## src/rtl/vrs_pkg.sv

```systemverilog
`default_nettype none
package vrs_pkg;

  localparam int MAX_RANGES = 64;
  localparam int IDX_W      = $clog2(MAX_RANGES);
  localparam int CNT_W      = $clog2(MAX_RANGES + 1);
  localparam int BLK_W      = 16;
  localparam int BSZ_W      = 31;
  localparam int BYTE_W     = 48;
  localparam int PROD_W     = BLK_W + BSZ_W;

  localparam logic [BSZ_W-1:0] BLOCK_SIZE_RESET = BSZ_W'(65536);

  // Command codes.
  localparam logic [1:0] CMD_MARK  = 2'd0;
  localparam logic [1:0] CMD_QUERY = 2'd1;
  localparam logic [1:0] CMD_CLEAR = 2'd2;

  // Status codes.
  localparam logic [1:0] ST_DONE = 2'd0;
  localparam logic [1:0] ST_DUP  = 2'd1;
  localparam logic [1:0] ST_FULL = 2'd2;

  // Configuration register indexes.
  localparam logic REG_BLOCK_SIZE = 1'b0;
  localparam logic REG_FILE_SIZE  = 1'b1;

  typedef struct packed {
    logic [BLK_W-1:0] first;
    logic [BLK_W-1:0] last;
  } vrs_entry_t;

  typedef struct packed {
    logic              valid;
    logic              hit;
    logic [BYTE_W-1:0] clip_len;
  } vrs_qres_t;

endpackage
`default_nettype wire

```

## src/rtl/vrs_query_pipe.sv

```systemverilog
`default_nettype none
module vrs_query_pipe (
  input  logic                       clk,
  input  logic                       rst,
  input  logic                       flush,
  input  logic                       entry_valid,
  input  vrs_pkg::vrs_entry_t        entry,
  input  logic [vrs_pkg::BSZ_W-1:0]  block_size,
  input  logic [vrs_pkg::BYTE_W-1:0] file_size,
  input  logic [vrs_pkg::BYTE_W-1:0] pos,
  input  logic [vrs_pkg::BYTE_W-1:0] len,
  output vrs_pkg::vrs_qres_t         qres
);
  import vrs_pkg::*;

  logic              va;
  logic [PROD_W-1:0] lo_a;
  logic [PROD_W-1:0] hi_a;
  logic              vb;
  logic [PROD_W-1:0] lo_b;
  logic [BYTE_W-1:0] hic_b;
  logic [BYTE_W-1:0] hi_ext;
  logic [BYTE_W-1:0] rem;
  logic              hit_c;

  assign hi_ext = {{(BYTE_W-PROD_W){1'b0}}, hi_a};
  assign rem    = hic_b - pos;
  assign hit_c  = ({{(BYTE_W-PROD_W){1'b0}}, lo_b} <= pos) && (pos < hic_b);

  always_ff @(posedge clk) begin
    if (rst || flush) begin
      va         <= 1'b0;
      vb         <= 1'b0;
      qres.valid <= 1'b0;
    end else begin
      va         <= entry_valid;
      vb         <= va;
      qres.valid <= vb;
    end
    // Byte bounds of the entry, then the upper bound clipped to the file end.
    lo_a          <= entry.first * block_size;
    hi_a          <= entry.last * block_size;
    lo_b          <= lo_a;
    hic_b         <= (hi_ext > file_size) ? file_size : hi_ext;
    qres.hit      <= hit_c;
    qres.clip_len <= (len > rem) ? rem : len;
  end

endmodule
`default_nettype wire

```

## config.mk

```make
export PLATFORM = sky130hd
export DESIGN_NAME = vrs_query_pipe
export DESIGN_NICKNAME = d
export VERILOG_FILES = /design/src/rtl/vrs_pkg.sv /design/src/rtl/vrs_query_pipe.sv
export SDC_FILE = /design/constraint.sdc
export NUM_CORES = 2
export LEC_CHECK = 0
export ABC_AREA = 1
export BUFFER_PORTS_ARGS = -buffer_cell sky130_fd_sc_hd__buf_2
export CORE_AREA = 2 2 371 373
export DETAILED_ROUTE_END_ITERATION = 12
export DIE_AREA = 0 0 373 375
export GPL_TIMING_DRIVEN = 1
export MAX_ROUTING_LAYER = met4
export PLACE_DENSITY = 0.6
export SETUP_SLACK_MARGIN = 0.2
export SLEW_MARGIN = 15
export SYNTH_ARGS = -nofsm -noshare
export SYNTH_HDL_FRONTEND = slang
export SYNTH_SLANG_ARGS = --single-unit
```

## constraint.sdc

```tcl
create_clock -name clk -period 7.9 [get_ports clk]
set_input_delay 1.185 -clock clk [delete_from_list [all_inputs] [get_ports clk]]
set_output_delay 1.185 -clock clk [all_outputs]
set_load 0.01 [all_outputs]
```

== Word-level counts from Yosys, hierarchy flattened ==
Cells that the tools add are included.
Operators by class
  multiplexer cells: 2
  shift operators: 0
  $lt $le $gt $ge: 4
  add/subtract/negate cells: 1
  multiply operators: 2
  reductions and logical operators: 2
  eq/ne operators: 0
  bitwise operators: 0
  div/mod/pow operators: 0
Operators with widths (number)
  multiplier 16 x 31 -> 47 bit: 2
  > comparator 47 x 48 -> 1 bit: 1
  > comparator 48 bit: 1
  less-or-equal comparator 47 x 48 -> 1 bit: 1
  less-than comparator 48 bit: 1
  2-to-1 mux 48 bit: 1
  subtractor 48 bit: 1
  2-to-1 mux 47 bit: 1
  logical AND 1 bit: 1
  logical OR 1 bit: 1
Storage, ports and cells
  bits in latches: 0
  output and inout port bits: 50
  memories: 0
  register bits after elaboration: 241
  bits in read-only memories: 0
  bits in writable memories: 0

== Depth between registers and ports, before layout ==
  depth after elaboration: 3
  gate-level depth with buffers: 29
  gate-level depth less buffers: 28

== Least setup slack after synthesis ==
No wires, ideal clock.
  path kind: input port to flip-flop
  from: in entry[7] (netlist name)
  to: reg hi_a[44]
  slack: 1.816 ns
  path buffers: 1
  stages: 23
  arrival time: 5.971 ns
  cell sequence: clkbuf_1 nand2_1 fa_1 inv_1 fa_1 inv_1 fa_1 inv_1 fa_1 fa_1 inv_1 fa_1 inv_1 ha_1 nand2_1 nor2_1 inv_1 nor2_1 inv_1 nor3_1 nand2_1 nand4_1 nand2_1
Between the ends
  longest elaborated chain between the ends: 1
Ends and longest elaborated chain
  start, declared: RTL line vrs_query_pipe.sv:7  | input vrs_pkg::vrs_entry_t entry,
  multiplier 16 x 31 -> 47 bit: RTL line vrs_query_pipe.sv:42  | hi_a <= entry.last * block_size;
  end signal, assigned: RTL line vrs_query_pipe.sv:42
  end, declared: RTL line vrs_query_pipe.sv:18  | logic [PROD_W-1:0] hi_a;
Every way passes these cells.
A chain may end at the register's enable or synchronous reset.

== Worst setup path in the final report ==
  from: in block_size[7] (netlist name)
  to: reg hi_a[37]
Between the ends
  longest elaborated chain between the ends: 1
Ends and longest elaborated chain
  start, declared: RTL line vrs_query_pipe.sv:8  | input logic [vrs_pkg::BSZ_W-1:0] block_size,
  multiplier 16 x 31 -> 47 bit: RTL line vrs_query_pipe.sv:42
Every way passes these cells.

==> results.sh <==
export IMPL_status="complete, no violations"
export IMPL_arrival_ns=7.28
export IMPL_antenna_found_initial=30
export IMPL_criticalPathCategory="in2reg"
export IMPL_drive_above_1_share=0.05712
export IMPL_async_flop_share=0
export IMPL_dieArea_mm2=0.1399
export IMPL_netlist_top_cells_count="nand2_1, inv_1, fa_1, ha_1, nor2_1"
export IMPL_gp_congestion=0.9580
export IMPL_yosysWarnings=0
export IMPL_fillers=14490
export IMPL_synth_top_cell_by_area="fa_1"
export IMPL_grt_pass1_wl_um=241800
export IMPL_clock_skew_ns=0.02937
export IMPL_root_buffer="clkbuf_16"
export IMPL_syn_avg_cell_area_um2=7.153
export IMPL_dr_max_layer_used="met4"
export IMPL_io_pins=261
export IMPL_num_vias=40480
export IMPL_met3WireLength_um=9246
export IMPL_dieHeight_um=375
export IMPL_synth_edf_count=0
export IMPL_wl_per_cell_um=17.98
export IMPL_grt_max_degree=70
export IMPL_syn_area_mm2=0.04719
export IMPL_coreArea_mm2=0.1363
export IMPL_synth_nets=8045
export IMPL_die_w_um=373
export IMPL_ys_seq_area_frac=0.1022
export IMPL_syn2layout_area_growth_pct=8.743
export IMPL_ctsHoldBuffers=0
export IMPL_grt_overflow=0
export IMPL_cts_buffer_depth=3
export IMPL_drt_iter0_drc=2666
export IMPL_synth_cell_types=40
export IMPL_wl_met1_um=69020
export IMPL_cts_buffers=28
export IMPL_synth_top_flop_cell="dfxtp_1"
export IMPL_first_global_vias=41940
export IMPL_yosysMostFrequentCell="nand2_1"
export IMPL_rows=136
export IMPL_period_needed_ns=6.748
export IMPL_hold_viol=0
export IMPL_grtUsageTotal=0.2293
export IMPL_clkTransAtPathRegs_ns=0.07
export IMPL_required_ns=8.44
export IMPL_final_util=0.3765
export IMPL_drc=0
export IMPL_cts_sinks=241
export IMPL_portBuffers=260
export IMPL_fmax_mhz=148.2
export IMPL_htree_levels=1
export IMPL_hpwl_um=129000
export IMPL_wl_um=154000
export IMPL_whs_ns=0.3021
export IMPL_avgViaCountPerCell=4.727
export IMPL_worst_slew_margin_rel=0.2798
export IMPL_start_util=0.3462
export IMPL_rsz0062_at_grt="false"
export IMPL_cap_viol_max_count=0
export IMPL_cts_resized=0
export IMPL_cp_max_fo=16
export IMPL_nets=8185
export IMPL_hold_class="reg2reg"
export IMPL_fin_tns_setup_ns=0
export IMPL_drtAntennaViolNets=0
export IMPL_start_kind="input port"
export IMPL_clock_latency_ns=0.59
export IMPL_crit_path_end_kind="flip-flop"
export IMPL_placedCellCount=8501
export IMPL_dr_wl_met2_um=70260
export IMPL_slew_violations=0
export IMPL_cts_tree="done"
export IMPL_synth_area_leaders="fa_1, nand2_1, inv_1"
export IMPL_synth_top_area_share=0.3432
export IMPL_setup_violations=0
export IMPL_ys_ff_latch=241
export IMPL_postCtsSetupRepairBufs=0
export IMPL_final_cells=8565
export IMPL_tightest_slew_ns=1.076
export IMPL_period_share=0.8541
export IMPL_synthCells=6597
export IMPL_drt_first_pass_iters=7
worst max-delay path: stages:
cell,delay [ns]
buf_2,0.44
buf_4,0.42
buf_4,0.20
nand2_1,0.17
inv_1,0.14
fa_1,0.43
fa_1,0.48
fa_1,0.55
fa_1,0.44
fa_1,0.50
inv_1,0.05
fa_1,0.47
inv_1,0.04
ha_1,0.40
nand2_1,0.13
nor2_1,0.21
inv_1,0.07
nor2_1,0.17
inv_1,0.08
nor3_1,0.27
nand4_1,0.17
nand3_1,0.12
nand2_1,0.05
nand2_1,0.05
cells by family (layout without fill, tap and decap cells):
family,Yosys count,count (layout),share of synthesized area
flip-flops,241,241,0.1022
XOR/XNOR,82,82,0.01522
other,1,14,0.00007947
AND/OR/NAND/NOR,2645,2645,0.2214
AO/OA/AOI/OAI,374,374,0.04224
buffers and inverters,2017,2178,0.1621
adder cells (fa/ha/maj),1237,1237,0.4567
per-layer routing:
layer | vias to the layer above | GRT usage
met5 | - | -
met4 | 0 | 0.07279
met3 | 238 | 0.02752
met2 | 1335 | 0.3692
met1 | 19560 | 0.3009
li1 | 19350 | -
cell usage in the layout, fill, tap and decap left out, drive strengths merged:
cell / instances
xor2: 51
clkbuf: 36
o2111ai: 1
inv: 1807
clkinvlp: 4
a21oi: 216
nor3: 35
nand2b: 1
dfxtp: 241
fa: 809
nor3b: 1
a31oi: 6
nor4: 10
and3: 2
or2: 2
nand3: 178
clkinv: 7
a21boi: 2
nand4: 53
and2: 5
o21a: 13
o21ai: 107
buf: 323
nor2: 269
diode: 13
nand2: 2089
ha: 428
a21o: 13
xnor2: 31
o21bai: 16
conb: 1
bufinv: 1
registers in the layout, indices dropped and copies added, names as in the netlist:
name   flops
lo_a      47
hi_a      47
vb         1
lo_b      47
hic_b     48
va         1
qres      50
final cells by class:
type,instances,area [um2],area share
Inverter,1804,6771,0.1320
Timing Repair Buffer,323,1812,0.03531
Antenna cell,13,32.53,0.0006340
Clock buffer,36,770.7,0.01502
Multi-Input combinational cell,4339,34710,0.6765
Clock inverter,15,142.6,0.002780
Sequential cell,241,4825,0.09403
Tap cell,1794,2245,0.04375
through the flow:
| step | setup WS [ns] | cell area [um2] |
|---|---|---|
| after floorplan | 1.816 | 47190 |
| after global placement | 0.7022 | 50360 |
| after detailed placement | 0.6969 | 50360 |
| after CTS | 1.322 | 51280 |
| after global routing | 0.9779 | 51310 |
| final | 1.152 | 51310 |
worst paths after layout:
path | from | end | slack [ns] | depth (start not counted)
max | block_size[7] | hi_a[37] | 1.15 | 24
min | lo_a[13] | lo_b[13] | 0.30 | 0
max reg2reg | hic_b[0] | qres[25] | 3.12 | 23
min reg2reg | lo_a[13] | lo_b[13] | 0.30 | 0
Power is not shown: default switching activity piles up to over one toggle a cycle in this logic, so the estimate is an artifact.
